`src/hdl/kts_pkg.sv`:
```
package kts_pkg;

   localparam int DATA_W     = 32;
   localparam int PATH_W     = 48;
   localparam int VAR_W      = 32;
   localparam int VAR_FRAC   = 24;
   localparam int GAIN_W     = VAR_FRAC + 1;
   localparam int NUM_AXES   = 3;
   localparam int AXIS_W     = 2;
   localparam int CSR_ADDR_W = 3;

   localparam logic [VAR_W-1:0] VAR_ONE           = 32'h0100_0000;
   localparam logic [31:0]      PROCESS_NOISE_RST = 32'd67109;
   localparam logic [31:0]      MEASURE_NOISE_RST = 32'd4194304;

   // register index, taken from paddr[2]
   localparam logic CSR_PROCESS_NOISE = 1'b0;
   localparam logic CSR_MEASURE_NOISE = 1'b1;

   typedef logic [1:0] mul_sel_type;
   localparam mul_sel_type MUL_RESID_LO = 2'd0;
   localparam mul_sel_type MUL_RESID_HI = 2'd1;
   localparam mul_sel_type MUL_VARIANCE = 2'd2;

   typedef struct packed {
      logic              load;
      logic              init_state;
      logic              calc_pp;
      logic              calc_den;
      logic              load_gain;
      mul_sel_type       mul_sel;
      logic              hold_lo;
      logic              upd_smooth;
      logic              upd_var;
      logic [AXIS_W-1:0] axis;
      logic              load_out;
   } kts_cmd_type;

   typedef struct packed {
      logic div_done;
   } kts_status_type;

endpackage

```
`src/hdl/kts_if.sv`:
```
interface kts_req_if;
   logic               valid;
   logic               ready;
   logic signed [31:0] motion_x;
   logic signed [31:0] motion_y;
   logic signed [31:0] motion_angle;

   modport source (output valid, output motion_x, output motion_y, output motion_angle,
                   input ready);
   modport sink   (input valid, input motion_x, input motion_y, input motion_angle,
                   output ready);
endinterface

interface kts_rsp_if;
   logic               valid;
   logic               ready;
   logic signed [31:0] corrected_x;
   logic signed [31:0] corrected_y;
   logic signed [31:0] corrected_angle;

   modport source (output valid, output corrected_x, output corrected_y,
                   output corrected_angle, input ready);
   modport sink   (input valid, input corrected_x, input corrected_y,
                   input corrected_angle, output ready);
endinterface

```
`src/hdl/kts_csr.sv`:
```
module kts_csr (
   input  logic                             clock,
   input  logic                             reset,
   input  logic                             psel,
   input  logic                             penable,
   input  logic                             pwrite,
   input  logic [kts_pkg::CSR_ADDR_W-1:0]   paddr,
   input  logic [31:0]                      pwdata,
   output logic [31:0]                      prdata,
   output logic                             pready,
   output logic [31:0]                      process_noise,
   output logic [31:0]                      measure_noise
);

   logic [31:0] process_noise_ff;
   logic [31:0] measure_noise_ff;
   logic        wr_en;
   logic        reg_idx;

   assign pready  = 1'b1;
   assign reg_idx = paddr[2];
   assign wr_en   = psel & penable & pwrite;

   always_ff @(posedge clock) begin
      if (reset) begin
         process_noise_ff <= kts_pkg::PROCESS_NOISE_RST;
         measure_noise_ff <= kts_pkg::MEASURE_NOISE_RST;
      end else if (wr_en) begin
         case (reg_idx)
            kts_pkg::CSR_PROCESS_NOISE: process_noise_ff <= pwdata;
            kts_pkg::CSR_MEASURE_NOISE: measure_noise_ff <= pwdata;
            default: ;
         endcase
      end
   end

   always_comb begin
      case (reg_idx)
         kts_pkg::CSR_PROCESS_NOISE: prdata = process_noise_ff;
         kts_pkg::CSR_MEASURE_NOISE: prdata = measure_noise_ff;
         default:                    prdata = '0;
      endcase
   end

   assign process_noise = process_noise_ff;
   assign measure_noise = measure_noise_ff;

endmodule

```
`src/hdl/kts_div.sv`:
```
// Restoring divider: quotient = floor(numer * 2^24 / denom), numer <= denom.
// One quotient bit a cycle, most significant first; the first step takes no shift.
module kts_div (
   input  logic                        clock,
   input  logic                        reset,
   input  logic                        start,
   input  logic [31:0]                 numer,
   input  logic [32:0]                 denom,
   output logic                        done,
   output logic [kts_pkg::GAIN_W-1:0]  quotient
);

   localparam int CNT_W = $clog2(kts_pkg::GAIN_W);
   localparam logic [CNT_W-1:0] LAST_STEP = CNT_W'(kts_pkg::GAIN_W - 1);

   logic                        busy_ff, busy_in;
   logic [CNT_W-1:0]            cnt_ff, cnt_in;
   logic [32:0]                 rem_ff, rem_in;
   logic [kts_pkg::GAIN_W-1:0]  quo_ff, quo_in;
   logic [33:0]                 trial;
   logic                        ge;

   always_comb begin
      trial   = (cnt_ff == '0) ? {1'b0, rem_ff} : {rem_ff, 1'b0};
      ge      = trial >= {1'b0, denom};
      busy_in = busy_ff;
      cnt_in  = cnt_ff;
      rem_in  = rem_ff;
      quo_in  = quo_ff;
      if (start) begin
         busy_in = 1'b1;
         cnt_in  = '0;
         rem_in  = {1'b0, numer};
      end else if (busy_ff) begin
         rem_in = ge ? 33'(trial - {1'b0, denom}) : trial[32:0];
         quo_in = {quo_ff[kts_pkg::GAIN_W-2:0], ge};
         cnt_in = cnt_ff + 1'b1;
         if (cnt_ff == LAST_STEP) begin
            busy_in = 1'b0;
         end
      end
   end

   always_ff @(posedge clock) begin
      if (reset) begin
         busy_ff <= 1'b0;
         cnt_ff  <= '0;
      end else begin
         busy_ff <= busy_in;
         cnt_ff  <= cnt_in;
      end
   end

   always_ff @(posedge clock) begin
      rem_ff <= rem_in;
      quo_ff <= quo_in;
   end

   assign done     = busy_ff && (cnt_ff == LAST_STEP);
   assign quotient = quo_ff;

endmodule

```
`src/hdl/kts_dp.sv`:
```
module kts_dp (
   input  logic                     clock,
   input  logic                     reset,
   input  kts_pkg::kts_cmd_type     cmd,
   output kts_pkg::kts_status_type  status,
   input  logic signed [31:0]       motion_x,
   input  logic signed [31:0]       motion_y,
   input  logic signed [31:0]       motion_angle,
   input  logic [31:0]              process_noise,
   input  logic [31:0]              measure_noise,
   output logic signed [31:0]       corrected_x,
   output logic signed [31:0]       corrected_y,
   output logic signed [31:0]       corrected_angle
);

   localparam int NA = kts_pkg::NUM_AXES;

   logic signed [47:0]               path_ff   [NA];
   logic signed [47:0]               smooth_ff [NA];
   logic signed [31:0]               motion_ff [NA];
   logic signed [31:0]               out_ff    [NA];
   logic [31:0]                      var_ff;
   logic [31:0]                      pp_ff;
   logic [32:0]                      den_ff;
   logic [kts_pkg::GAIN_W-1:0]       k_ff;
   logic signed [59:0]               prod_ff;
   logic [25:0]                      lo_part_ff;

   logic signed [31:0]               motion_in [NA];
   logic signed [47:0]               path_in   [NA];
   logic signed [31:0]               out_in    [NA];
   logic [32:0]                      pp_sum;
   logic [31:0]                      pp_in;
   logic [32:0]                      den_in;
   logic [kts_pkg::GAIN_W-1:0]       quotient;
   logic [kts_pkg::GAIN_W-1:0]       k_comp;
   logic signed [48:0]               resid;
   logic signed [25:0]               mul_a;
   logic signed [33:0]               mul_b;
   logic [49:0]                      lo_rnd;
   logic [50:0]                      smooth_sum;
   logic signed [47:0]               smooth_in;
   logic [57:0]                      var_rnd;

   function automatic logic signed [47:0] sat_path(input logic [50:0] v);
      if (v[50:47] == {4{v[47]}}) begin
         return v[47:0];
      end else begin
         return v[50] ? {1'b1, 47'b0} : {1'b0, {47{1'b1}}};
      end
   endfunction

   function automatic logic signed [31:0] sat_word(input logic [49:0] v);
      if (v[49:31] == {19{v[31]}}) begin
         return v[31:0];
      end else begin
         return v[49] ? {1'b1, 31'b0} : {1'b0, {31{1'b1}}};
      end
   endfunction

   assign motion_in[0] = motion_x;
   assign motion_in[1] = motion_y;
   assign motion_in[2] = motion_angle;

   always_comb begin
      for (int i = 0; i < NA; i++) begin
         path_in[i] = sat_path({{3{path_ff[i][47]}}, path_ff[i]}
                               + {{19{motion_in[i][31]}}, motion_in[i]});
         out_in[i]  = sat_word({{18{motion_ff[i][31]}}, motion_ff[i]}
                               + {{2{smooth_ff[i][47]}}, smooth_ff[i]}
                               - {{2{path_ff[i][47]}}, path_ff[i]});
      end
   end

   // predicted variance saturates at all ones
   assign pp_sum = {1'b0, var_ff} + {1'b0, process_noise};
   assign pp_in  = pp_sum[32] ? '1 : pp_sum[31:0];
   assign den_in = {1'b0, pp_ff} + {1'b0, measure_noise};

   kts_div u_div (
      .clock    (clock),
      .reset    (reset),
      .start    (cmd.calc_den),
      .numer    (pp_ff),
      .denom    (den_ff),
      .done     (status.div_done),
      .quotient (quotient)
   );

   assign k_comp = kts_pkg::VAR_ONE[kts_pkg::GAIN_W-1:0] - k_ff;
   assign resid  = {path_ff[cmd.axis][47], path_ff[cmd.axis]}
                 - {smooth_ff[cmd.axis][47], smooth_ff[cmd.axis]};

   always_comb begin
      case (cmd.mul_sel)
         kts_pkg::MUL_RESID_LO: begin
            mul_a = {1'b0, k_ff};
            mul_b = {10'b0, resid[23:0]};
         end
         kts_pkg::MUL_RESID_HI: begin
            mul_a = {1'b0, k_ff};
            mul_b = {{9{resid[48]}}, resid[48:24]};
         end
         kts_pkg::MUL_VARIANCE: begin
            mul_a = {1'b0, k_comp};
            mul_b = {2'b0, pp_ff};
         end
         default: begin
            mul_a = '0;
            mul_b = '0;
         end
      endcase
   end

   // round half up on the low partial product, then add the high one unshifted
   assign lo_rnd     = prod_ff[49:0] + 50'h80_0000;
   assign smooth_sum = {{3{smooth_ff[cmd.axis][47]}}, smooth_ff[cmd.axis]}
                     + {prod_ff[49], prod_ff[49:0]}
                     + {25'b0, lo_part_ff};
   assign smooth_in  = sat_path(smooth_sum);
   assign var_rnd    = prod_ff[57:0] + 58'h80_0000;

   always_ff @(posedge clock) begin
      if (reset) begin
         for (int i = 0; i < NA; i++) begin
            path_ff[i]   <= '0;
            smooth_ff[i] <= '0;
         end
         var_ff <= kts_pkg::VAR_ONE;
      end else begin
         if (cmd.load) begin
            for (int i = 0; i < NA; i++) begin
               path_ff[i] <= path_in[i];
            end
         end
         if (cmd.init_state) begin
            for (int i = 0; i < NA; i++) begin
               smooth_ff[i] <= '0;
            end
            var_ff <= kts_pkg::VAR_ONE;
         end
         if (cmd.upd_smooth) begin
            smooth_ff[cmd.axis] <= smooth_in;
         end
         if (cmd.upd_var) begin
            var_ff <= var_rnd[55:24];
         end
      end
   end

   always_ff @(posedge clock) begin
      prod_ff <= mul_a * mul_b;
      if (cmd.load) begin
         for (int i = 0; i < NA; i++) begin
            motion_ff[i] <= motion_in[i];
         end
      end
      if (cmd.calc_pp) begin
         pp_ff <= pp_in;
      end
      if (cmd.calc_den) begin
         den_ff <= den_in;
      end
      if (cmd.load_gain) begin
         k_ff <= (den_ff == '0) ? '0 : quotient;
      end
      if (cmd.hold_lo) begin
         lo_part_ff <= lo_rnd[49:24];
      end
      if (cmd.load_out) begin
         for (int i = 0; i < NA; i++) begin
            out_ff[i] <= out_in[i];
         end
      end
   end

   assign corrected_x     = out_ff[0];
   assign corrected_y     = out_ff[1];
   assign corrected_angle = out_ff[2];

endmodule

```
`src/hdl/kts_ctrl.sv`:
```
module kts_ctrl (
   input  logic                     clock,
   input  logic                     reset,
   input  logic                     req_valid,
   output logic                     req_ready,
   output logic                     rsp_valid,
   input  logic                     rsp_ready,
   output kts_pkg::kts_cmd_type     cmd,
   input  kts_pkg::kts_status_type  status
);

   localparam logic [3:0] S_IDLE   = 4'd0;
   localparam logic [3:0] S_INIT   = 4'd1;
   localparam logic [3:0] S_PP     = 4'd2;
   localparam logic [3:0] S_DEN    = 4'd3;
   localparam logic [3:0] S_DIV    = 4'd4;
   localparam logic [3:0] S_GAIN   = 4'd5;
   localparam logic [3:0] S_MLO    = 4'd6;
   localparam logic [3:0] S_MHI    = 4'd7;
   localparam logic [3:0] S_ACC    = 4'd8;
   localparam logic [3:0] S_MVAR   = 4'd9;
   localparam logic [3:0] S_VAR    = 4'd10;
   localparam logic [3:0] S_FINISH = 4'd11;

   localparam logic [kts_pkg::AXIS_W-1:0] LAST_AXIS = kts_pkg::AXIS_W'(kts_pkg::NUM_AXES - 1);

   logic [3:0]                  state_ff, state_in;
   logic [kts_pkg::AXIS_W-1:0]  axis_ff, axis_in;
   logic                        started_ff, started_in;
   logic                        rsp_valid_ff, rsp_valid_in;
   logic                        slot_free;

   assign req_ready = (state_ff == S_IDLE);
   assign rsp_valid = rsp_valid_ff;
   assign slot_free = !rsp_valid_ff || rsp_ready;

   always_comb begin
      state_in   = state_ff;
      axis_in    = axis_ff;
      started_in = started_ff;
      cmd        = '0;
      cmd.axis   = axis_ff;
      case (state_ff)
         S_IDLE: begin
            if (req_valid) begin
               cmd.load = 1'b1;
               state_in = started_ff ? S_PP : S_INIT;
            end
         end
         S_INIT: begin
            cmd.init_state = 1'b1;
            started_in     = 1'b1;
            state_in       = S_FINISH;
         end
         S_PP: begin
            cmd.calc_pp = 1'b1;
            state_in    = S_DEN;
         end
         S_DEN: begin
            cmd.calc_den = 1'b1;
            state_in     = S_DIV;
         end
         S_DIV: begin
            if (status.div_done) begin
               state_in = S_GAIN;
            end
         end
         S_GAIN: begin
            cmd.load_gain = 1'b1;
            axis_in       = '0;
            state_in      = S_MLO;
         end
         S_MLO: begin
            cmd.mul_sel = kts_pkg::MUL_RESID_LO;
            state_in    = S_MHI;
         end
         S_MHI: begin
            cmd.mul_sel = kts_pkg::MUL_RESID_HI;
            cmd.hold_lo = 1'b1;
            state_in    = S_ACC;
         end
         S_ACC: begin
            cmd.upd_smooth = 1'b1;
            if (axis_ff == LAST_AXIS) begin
               state_in = S_MVAR;
            end else begin
               axis_in  = axis_ff + 1'b1;
               state_in = S_MLO;
            end
         end
         S_MVAR: begin
            cmd.mul_sel = kts_pkg::MUL_VARIANCE;
            state_in    = S_VAR;
         end
         S_VAR: begin
            cmd.upd_var = 1'b1;
            state_in    = S_FINISH;
         end
         S_FINISH: begin
            // hold until the output register is free
            if (slot_free) begin
               cmd.load_out = 1'b1;
               state_in     = S_IDLE;
            end
         end
         default: begin
            state_in = S_IDLE;
         end
      endcase
   end

   always_comb begin
      rsp_valid_in = rsp_valid_ff;
      if (cmd.load_out) begin
         rsp_valid_in = 1'b1;
      end else if (rsp_ready) begin
         rsp_valid_in = 1'b0;
      end
   end

   always_ff @(posedge clock) begin
      if (reset) begin
         state_ff     <= S_IDLE;
         axis_ff      <= '0;
         started_ff   <= 1'b0;
         rsp_valid_ff <= 1'b0;
      end else begin
         state_ff     <= state_in;
         axis_ff      <= axis_in;
         started_ff   <= started_in;
         rsp_valid_ff <= rsp_valid_in;
      end
   end

`ifndef SYNTHESIS
   a_first_frame_init: assert property (@(posedge clock) disable iff (reset)
      (state_ff == S_IDLE && req_valid && !started_ff) |=> (state_ff == S_INIT))
      else $error("first frame did not take the initialisation path");

   a_div_done_in_div: assert property (@(posedge clock) disable iff (reset)
      status.div_done |-> (state_ff == S_DIV))
      else $error("divider finished outside the divide wait");

   a_no_overwrite: assert property (@(posedge clock) disable iff (reset)
      cmd.load_out |-> (!rsp_valid_ff || rsp_ready))
      else $error("output register overwritten before transfer");

   a_axis_range: assert property (@(posedge clock) disable iff (reset)
      cmd.upd_smooth |-> (axis_ff <= LAST_AXIS))
      else $error("axis counter out of range");

   a_result_follows_load: assert property (@(posedge clock) disable iff (reset)
      cmd.load_out |=> (rsp_valid_ff && state_ff == S_IDLE))
      else $error("result not presented after load");
`endif

endmodule

```
`src/hdl/kalman_trajectory_smoother_top.sv`:
```
// Trajectory smoother for video stabilisation.
// req_ch carries one frame's motion (motion_x, motion_y, motion_angle, signed Q16.16);
// rsp_ch returns one stabilising correction per frame (corrected_*, saturated).
// Both channels transfer on a rising edge with valid and ready high.
// The csr_ APB port holds process_noise (offset 0) and measure_noise (offset 4),
// both unsigned Q8.24; write them only while no frame is in flight.
// The first frame after reset only initialises estimate and variance before its
// result is loaded; every later frame runs the filter first. One frame is in work
// at a time: req_ch.ready rises again once the result is loaded, so the next frame
// is not taken before the last one is through. The frame time is set by the
// 25-step serial gain divider plus seven passes through the shared multiplier.
// The result waits in an output register, so the next frame is accepted while the
// receiver stalls; the block then holds its finished result until rsp_ch.ready.
// Reset (synchronous) clears trajectory and estimate, sets variance to 1.0 and
// restores the default noise values; the next frame restarts the filter.
module kalman_trajectory_smoother_top (
   input  logic                            clock,
   input  logic                            reset,
   kts_req_if.sink                         req_ch,
   kts_rsp_if.source                       rsp_ch,
   input  logic                            csr_psel,
   input  logic                            csr_penable,
   input  logic                            csr_pwrite,
   input  logic [kts_pkg::CSR_ADDR_W-1:0]  csr_paddr,
   input  logic [31:0]                     csr_pwdata,
   output logic [31:0]                     csr_prdata,
   output logic                            csr_pready
);

   logic [31:0]              process_noise;
   logic [31:0]              measure_noise;
   kts_pkg::kts_cmd_type     cmd;
   kts_pkg::kts_status_type  status;

   kts_csr u_csr (
      .clock         (clock),
      .reset         (reset),
      .psel          (csr_psel),
      .penable       (csr_penable),
      .pwrite        (csr_pwrite),
      .paddr         (csr_paddr),
      .pwdata        (csr_pwdata),
      .prdata        (csr_prdata),
      .pready        (csr_pready),
      .process_noise (process_noise),
      .measure_noise (measure_noise)
   );

   kts_ctrl u_ctrl (
      .clock     (clock),
      .reset     (reset),
      .req_valid (req_ch.valid),
      .req_ready (req_ch.ready),
      .rsp_valid (rsp_ch.valid),
      .rsp_ready (rsp_ch.ready),
      .cmd       (cmd),
      .status    (status)
   );

   kts_dp u_dp (
      .clock           (clock),
      .reset           (reset),
      .cmd             (cmd),
      .status          (status),
      .motion_x        (req_ch.motion_x),
      .motion_y        (req_ch.motion_y),
      .motion_angle    (req_ch.motion_angle),
      .process_noise   (process_noise),
      .measure_noise   (measure_noise),
      .corrected_x     (rsp_ch.corrected_x),
      .corrected_y     (rsp_ch.corrected_y),
      .corrected_angle (rsp_ch.corrected_angle)
   );

endmodule

```
`src/flat_wrapper.sv`:
```
// flat-port wrapper written by rule: the top's interface ports become plain ports
module kalman_trajectory_smoother_top_flat 
  (clock, reset, csr_psel, csr_penable, csr_pwrite, csr_paddr, csr_pwdata, csr_prdata, csr_pready, req_ch_valid, req_ch_motion_x, req_ch_motion_y, req_ch_motion_angle, req_ch_ready, rsp_ch_valid, rsp_ch_corrected_x, rsp_ch_corrected_y, rsp_ch_corrected_angle, rsp_ch_ready);
  kts_req_if req_ch_i ();
  kts_rsp_if rsp_ch_i ();
  input  logic clock;
  input  logic reset;
  input  logic csr_psel;
  input  logic csr_penable;
  input  logic csr_pwrite;
  input  logic [kts_pkg::CSR_ADDR_W-1:0] csr_paddr;
  input  logic [31:0] csr_pwdata;
  output logic [31:0] csr_prdata;
  output logic csr_pready;
  input wire logic [$bits(req_ch_i.valid)-1:0] req_ch_valid;
  input wire logic [$bits(req_ch_i.motion_x)-1:0] req_ch_motion_x;
  input wire logic [$bits(req_ch_i.motion_y)-1:0] req_ch_motion_y;
  input wire logic [$bits(req_ch_i.motion_angle)-1:0] req_ch_motion_angle;
  output wire logic [$bits(req_ch_i.ready)-1:0] req_ch_ready;
  output wire logic [$bits(rsp_ch_i.valid)-1:0] rsp_ch_valid;
  output wire logic [$bits(rsp_ch_i.corrected_x)-1:0] rsp_ch_corrected_x;
  output wire logic [$bits(rsp_ch_i.corrected_y)-1:0] rsp_ch_corrected_y;
  output wire logic [$bits(rsp_ch_i.corrected_angle)-1:0] rsp_ch_corrected_angle;
  input wire logic [$bits(rsp_ch_i.ready)-1:0] rsp_ch_ready;
  assign req_ch_i.valid = req_ch_valid;
  assign req_ch_i.motion_x = req_ch_motion_x;
  assign req_ch_i.motion_y = req_ch_motion_y;
  assign req_ch_i.motion_angle = req_ch_motion_angle;
  assign req_ch_ready = req_ch_i.ready;
  assign rsp_ch_valid = rsp_ch_i.valid;
  assign rsp_ch_corrected_x = rsp_ch_i.corrected_x;
  assign rsp_ch_corrected_y = rsp_ch_i.corrected_y;
  assign rsp_ch_corrected_angle = rsp_ch_i.corrected_angle;
  assign rsp_ch_i.ready = rsp_ch_ready;
  kalman_trajectory_smoother_top u_core (.clock(clock), .reset(reset), .req_ch(req_ch_i), .rsp_ch(rsp_ch_i), .csr_psel(csr_psel), .csr_penable(csr_penable), .csr_pwrite(csr_pwrite), .csr_paddr(csr_paddr), .csr_pwdata(csr_pwdata), .csr_prdata(csr_prdata), .csr_pready(csr_pready));
endmodule
```
`config.mk`:
```
export PLATFORM = sky130hd
export DESIGN_NAME = kalman_trajectory_smoother_top_flat
export DESIGN_NICKNAME = d
export VERILOG_FILES = /design/src/hdl/kts_pkg.sv /design/src/hdl/kts_if.sv /design/src/hdl/kts_csr.sv /design/src/hdl/kts_div.sv /design/src/hdl/kts_dp.sv /design/src/hdl/kts_ctrl.sv /design/src/hdl/kalman_trajectory_smoother_top.sv /design/src/flat_wrapper.sv
export SDC_FILE = /design/constraint.sdc
export NUM_CORES = 2
export LEC_CHECK = 0
export BUFFER_PORTS_ARGS = -buffer_cell sky130_fd_sc_hd__buf_2
export CORE_AREA = 5 5 408 410
export DETAILED_ROUTE_END_ITERATION = 8
export DIE_AREA = 0 0 413 415
export PLACE_DENSITY = 0.79
export SYNTH_ARGS = -nofsm -noshare
export SYNTH_HDL_FRONTEND = slang
export SYNTH_HIERARCHICAL = 1
export SYNTH_SLANG_ARGS = --single-unit
```
`constraint.sdc`:
```
create_clock -name clock -period 12.2 [get_ports clock]
set_clock_uncertainty 0.1 [all_clocks]
set_input_delay 2.44 -clock clock [delete_from_list [all_inputs] [get_ports clock]]
set_output_delay 2.44 -clock clock [all_outputs]
set_load 0.02 [all_outputs]
```
; ---- After elaboration in Yosys (flattened, before gate mapping)
; Memory sizes are Yosys's and may differ from the RTL's. A register that Yosys moved wholly into a read port is not among the register bits.
; Index checks and enable logic that the tools add are counted.
; W data, S select, Z words.
[classes]
addsub = 20
n_mul = 1
div = 0
magnitude_cmp = 1
eq_ne = 26
shifts = 0
muxes = 75
bitwise = 10
reduce_logical = 20
[op_table]
columns = cell, count
row1 = $mux W48, 15
row2 = $mux W32, 10
row3 = $sub A49 B48 Y50, 3
row4 = $add A32 B48 Y49, 3
row5 = $add A48 B32 Y49, 3
row6 = $pmux W34 S3, 1
row7 = $add A32 B32 Y33, 2
row8 = $pmux W32 S2, 1
row9 = $add A56 B24 Y56 const B, 1
row10 = $mul A26 B34 Y56, 1
row11 = $eq A18 B18 Y1, 3
row12 = $add A48 B50 Y51, 1
row13 = $add A51 B26 Y51, 1
row14 = $add A50 B24 Y50 const B, 1
row15 = $pmux W25 S2, 1
row16 = $sub A48 B48 Y49, 1
row17 = $reduce_or A48 Y1, 1
row18 = $pmux W4 S11, 1
row19 = $ge A34 B33 Y1, 1
row20 = $mux W34, 1
row21 = $logic_not A33 Y1, 1
row22 = $mux W33, 1
row23 = $sub A33 B33 Y33, 1
row24 = $mux W1, 31
row25 = 29 further kinds, 67
[totals]
register_bits = 340
latchBits = 0
mem_bits_rw = 480
mem_bits_ro = 0
input_bits = 138
out_inout_bits = 131
word_cells = 174
memories = 4
[memory_table]
columns = memory, depth, word_bits, rd, rd_clocked_by_memory_dff, wr, line_no
row1 = u_core.u_dp.path_ff, 3, 48, 4, 1, 3, kts_dp.sv:18  ; logic signed [47:0] path_ff [NA];
row2 = u_core.u_dp.smooth_ff, 3, 48, 4, 1, 3, kts_dp.sv:19  ; logic signed [47:0] smooth_ff [NA];
row3 = u_core.u_dp.motion_ff, 3, 32, 3, 0, 3, kts_dp.sv:20  ; logic signed [31:0] motion_ff [NA];
row4 = u_core.u_dp.out_ff, 3, 32, 3, 0, 3, kts_dp.sv:21  ; logic signed [31:0] out_ff [NA];

; ---- Longest topological paths before layout
[logic_depth]
ltp_word = 7
mapped_depth = 50
depth_no_buf = 45

; ---- Cells and area by module
; The synthesis kept the hierarchy.
[by_module_without_submodules]
columns = mod, n_inst, cells_each, area_each_um2, seq_area_each_um2
row1 = kts_dp, 1, 9461, 86444.2, 21100.2
row2 = kts_div, 1, 537, 5016.1, 1851.8
row3 = kts_csr, 1, 291, 3094.2, 1281.2
row4 = kts_ctrl, 1, 76, 569.3, 160.2

; ---- Least setup slack after synthesis
; Ideal clock, no wire load.
[synth_timing]
path_type = register -> register
startpoint = register u_core/u_ctrl/axis_ff[0] (netlist name)
endpoint = register u_core.u_dp.prod_ff[49]
setup_ns = 0.127
arrival_ns = 11.390
t_required_ns = 11.973
path_slack_ns = 0.584
stages_incl_launch_ff = 45
path_buffers = 4
period_less_slack_ns = 11.616
cell_sequence = dfxtp_1 clkbuf_1 buf_1 mux4_2 ha_1 fa_1 nor2b_1 o21ai_0 a21boi_0 o21ba_2 o2111ai_1 a211oi_1 o21ai_0 nor2_1 a311o_1 a21oi_1 clkbuf_1 a21oi_1 [9 not listed] fa_1 inv_1 fa_1 inv_1 ha_1 a21o_1 a21oi_1 o21bai_1 a21o_1 a21o_1 a21oi_1 o21bai_1 nor4_1 o31ai_1 a41o_1 a21boi_0 o21ai_0 xor2_1
[synth_rtl]
columns = item, line_no
row1 = end signal: assignment, kts_dp.sv:152  ; prod_ff <= mul_a * mul_b;
row2 = end: declaration, kts_dp.sv:26  ; logic signed [59:0] prod_ff;

==> metrics <==
post-synthesis cell type count=110; FF/Latch Area=approximately 24000 um2; drt via density=approximately 6.1; core area=162000 um2; CP Class=reg -> reg; Layout area overhead=8.45%; first-pass iteration count of the detailed router=8; Worst Tran Pin Value=1.33 ns; crit-path max cell delay=between 0.5 and 0.6 ns; Tcrit/Tclk final=a little under 100%; shortest period the worst path allows=around 12 ns; routed length per instance=roughly 24 um; Fillers=approximately 13000; commonest non-fill, non-tap cells in the layout=1715 x inv_1, 1022 x nor2_1, 997 x fa_1; die area=~170000 um2; Yosys reg bits=between 800 and 900; Primary FF master, synth=edfxtp_1; CTS Sinks=868; Final Util=about 64%; PortBufs=between 200 and 300; Slew Viols, Final=0; first-pass GRT wire length=between 400000 and 500000 um; maxcap violations=0; DRC errors left=0; CTS H-tree lvls=3; CP required=approximately 13 ns; number of synthesized flops with an enable pin=about 700; Finish-stage setup viols=0; HP Class=reg -> reg; Clock Latency Late Sink=around 0.77 ns; synthesized area per cell=9.18 um2; Post-Syn Area=between 90000 and 100000 um2; Die W=413 um; DP HPWL=between 200000 and 300000 um; Fin Setup TNS=0 ns; Synth async-reset ratio=0%; Seq/Total Area, Yosys=approximately 26%; crit-path max FO=12; Via Count=a little under 80000; GRT Overall Usage=a little over a third; unrepaired setup endpoints after global routing=true; Longest Clk Path Bufs=3; Cell Rows=148; CTS Buf Count=99; vias in the first global route=77800; I/O pin count=about 270; drt initial violations=between 8000 and 9000; fraction of layout cells with a size suffix above 1=slightly below 9%; synth warn=6; Worst setup SP type=flop; CTS tree=yes; Worst path slowest cell=fa_1; status=finished, final reports clean; Die Ht=between 400 and 500 um; antenna violations before repair=10; nets=12400; fmax=0.0843 GHz; DRT antenna net count=0; Critical Path AT=about 12 ns; most common cell after layout, fill and taps aside=inv_1; CTS root buffer=clkbuf_16; clock transition at the registers of the reported paths=~0.07 ns; routability cong.=between 1 and 1.5; Fin. Hold Viols=0; Post-Route WL=around 310000 um; Crit path top cell by count=fa_1; GR Overflow Total=0; Starting Density=slightly below 60%; area of the multi-input gates=roughly 63000 um2; worst rel slew slack=between 10% and 20%; largest net degree at the start of global routing=83; Crit. End Element=flop; syn nets=12200; Syn Inst Count=between 10000 and 15000
==> final cells by class <==
type                    count  area share, %
diodes                      5         0.0121
clock buffers             128           2.60
clock inverters            59          0.817
inverters                1716           6.24
multi-input cells        7402           61.1
flip-flops and latches    868           23.7
well taps                2175           2.64
repair buffers            482           2.96
==> Yosys cell counts, drive strengths merged, types with 110 or more instances <==
| library cell | number | area share [%] |
|---|---|---|
| fa | 997 | 21 |
| xnor2 | 314 | 2.9 |
| clkbuf | 302 | 1.2 |
| nand3 | 126 | 0.66 |
| nor2 | 1034 | 4.1 |
| nor2b | 110 | 0.73 |
| o21ai | 564 | 3.0 |
| edfxtp | 701 | 22 |
| mux2i | 138 | 1.5 |
| ha | 673 | 8.9 |
| inv | 1715 | 6.8 |
| dfxtp | 167 | 3.5 |
| a21o | 320 | 2.5 |
| nand2b | 203 | 1.3 |
| nand2 | 829 | 3.3 |
| a21oi | 591 | 3.1 |
| xor2 | 188 | 1.7 |
==> worst paths after layout <==
path,from,end,slack (ns),cells after the start
setup / recovery,u_core/u_dp/smooth_ff[0][0]$_SDFFCE_PN0P_,u_core/u_dp/prod_ff[55]$_DFF_P_,0.33,42
hold / removal,u_core/u_dp/u_div/quotient[5]$_DFFE_PP_,u_core/u_dp/u_div/quotient[6]$_DFFE_PP_,0.35,0
setup reg to reg,u_core/u_dp/smooth_ff[0][0]$_SDFFCE_PN0P_,u_core/u_dp/prod_ff[55]$_DFF_P_,0.33,42
hold reg to reg,u_core/u_dp/u_div/quotient[5]$_DFFE_PP_,u_core/u_dp/u_div/quotient[6]$_DFFE_PP_,0.35,0
==> metrics by stage <==
stage / std cells / hold slack, ns / area [um2] / worst slack, ns
2_1_floorplan: 10400 / 0.318 / 95100 / 0.584
3_3_place_gp: 12600 / 0.323 / 99500 / 0.185
3_5_place_dp: 12600 / 0.325 / 99500 / -0.0510
4_1_cts: 12800 / 0.351 / 103000 / 0.000471
5_1_grt: 12800 / 0.358 / 103000 / -0.0370
6_report: 12800 / 0.346 / 103000 / 0.334
==> timing repair <==
item | CTS | global route
setup endpoints to repair | 2 | 16
pin swaps | 0 | 1
buffers inserted | 0 | 3
hold endpoints to repair | 0 | 0
hold buffers | 0 | 0
resized for setup | 2 | 33
==> registers in the layout (all words and copies together), names as in the netlist, 26 cells and up <==
signal	count
u_core/u_dp/smooth_ff	192
u_core/u_dp/path_ff	144
u_core/u_dp/motion_ff	96
u_core/u_dp/out_ff	96
u_core/u_dp/prod_ff	56
u_core/u_dp/den_ff	33
u_core/u_dp/u_div/rem_ff	33
u_core/u_csr/measure_noise	32
u_core/u_csr/process_noise	32
u_core/u_dp/pp_ff	32
u_core/u_dp/var_ff	32
u_core/u_dp/lo_part_ff	26
==> cells by family (layout without fill, tap and decap cells) <==
family | count (synthesis) | after routing | synth area share [%]
adders and majority gates | 1670 | 1670 | 29.8
buffers and inverters | 2095 | 2385 | 8.47
muxes | 264 | 264 | 3.51
AOI/OAI and AO/OA | 2155 | 2155 | 14.4
xor gates and xnor gates | 502 | 502 | 4.62
other | 1 | 6 | 0.00394
and+or+nand+nor | 2810 | 2810 | 13.5
DFF | 868 | 868 | 25.6
==> critical path: cells and delay by family, from the launching register on <==
kind,cells,cell delay (ns)
flops,1,0.56
buf+inv,8,0.94
xor+xnor,2,0.31
mux,1,0.57
simple gates,5,0.68
compound gates,16,3.89
fa+ha+maj,10,4.67
==> layer usage <==
metal	GRT usage, %	share of wire, %
met2	55.5	44
met5	0	0.014
met1	45.1	37
met3	7.80	10
met4	24.0	8.6
Power is not shown: default switching activity piles up to over one toggle a cycle in this logic, so the estimate is an artifact.
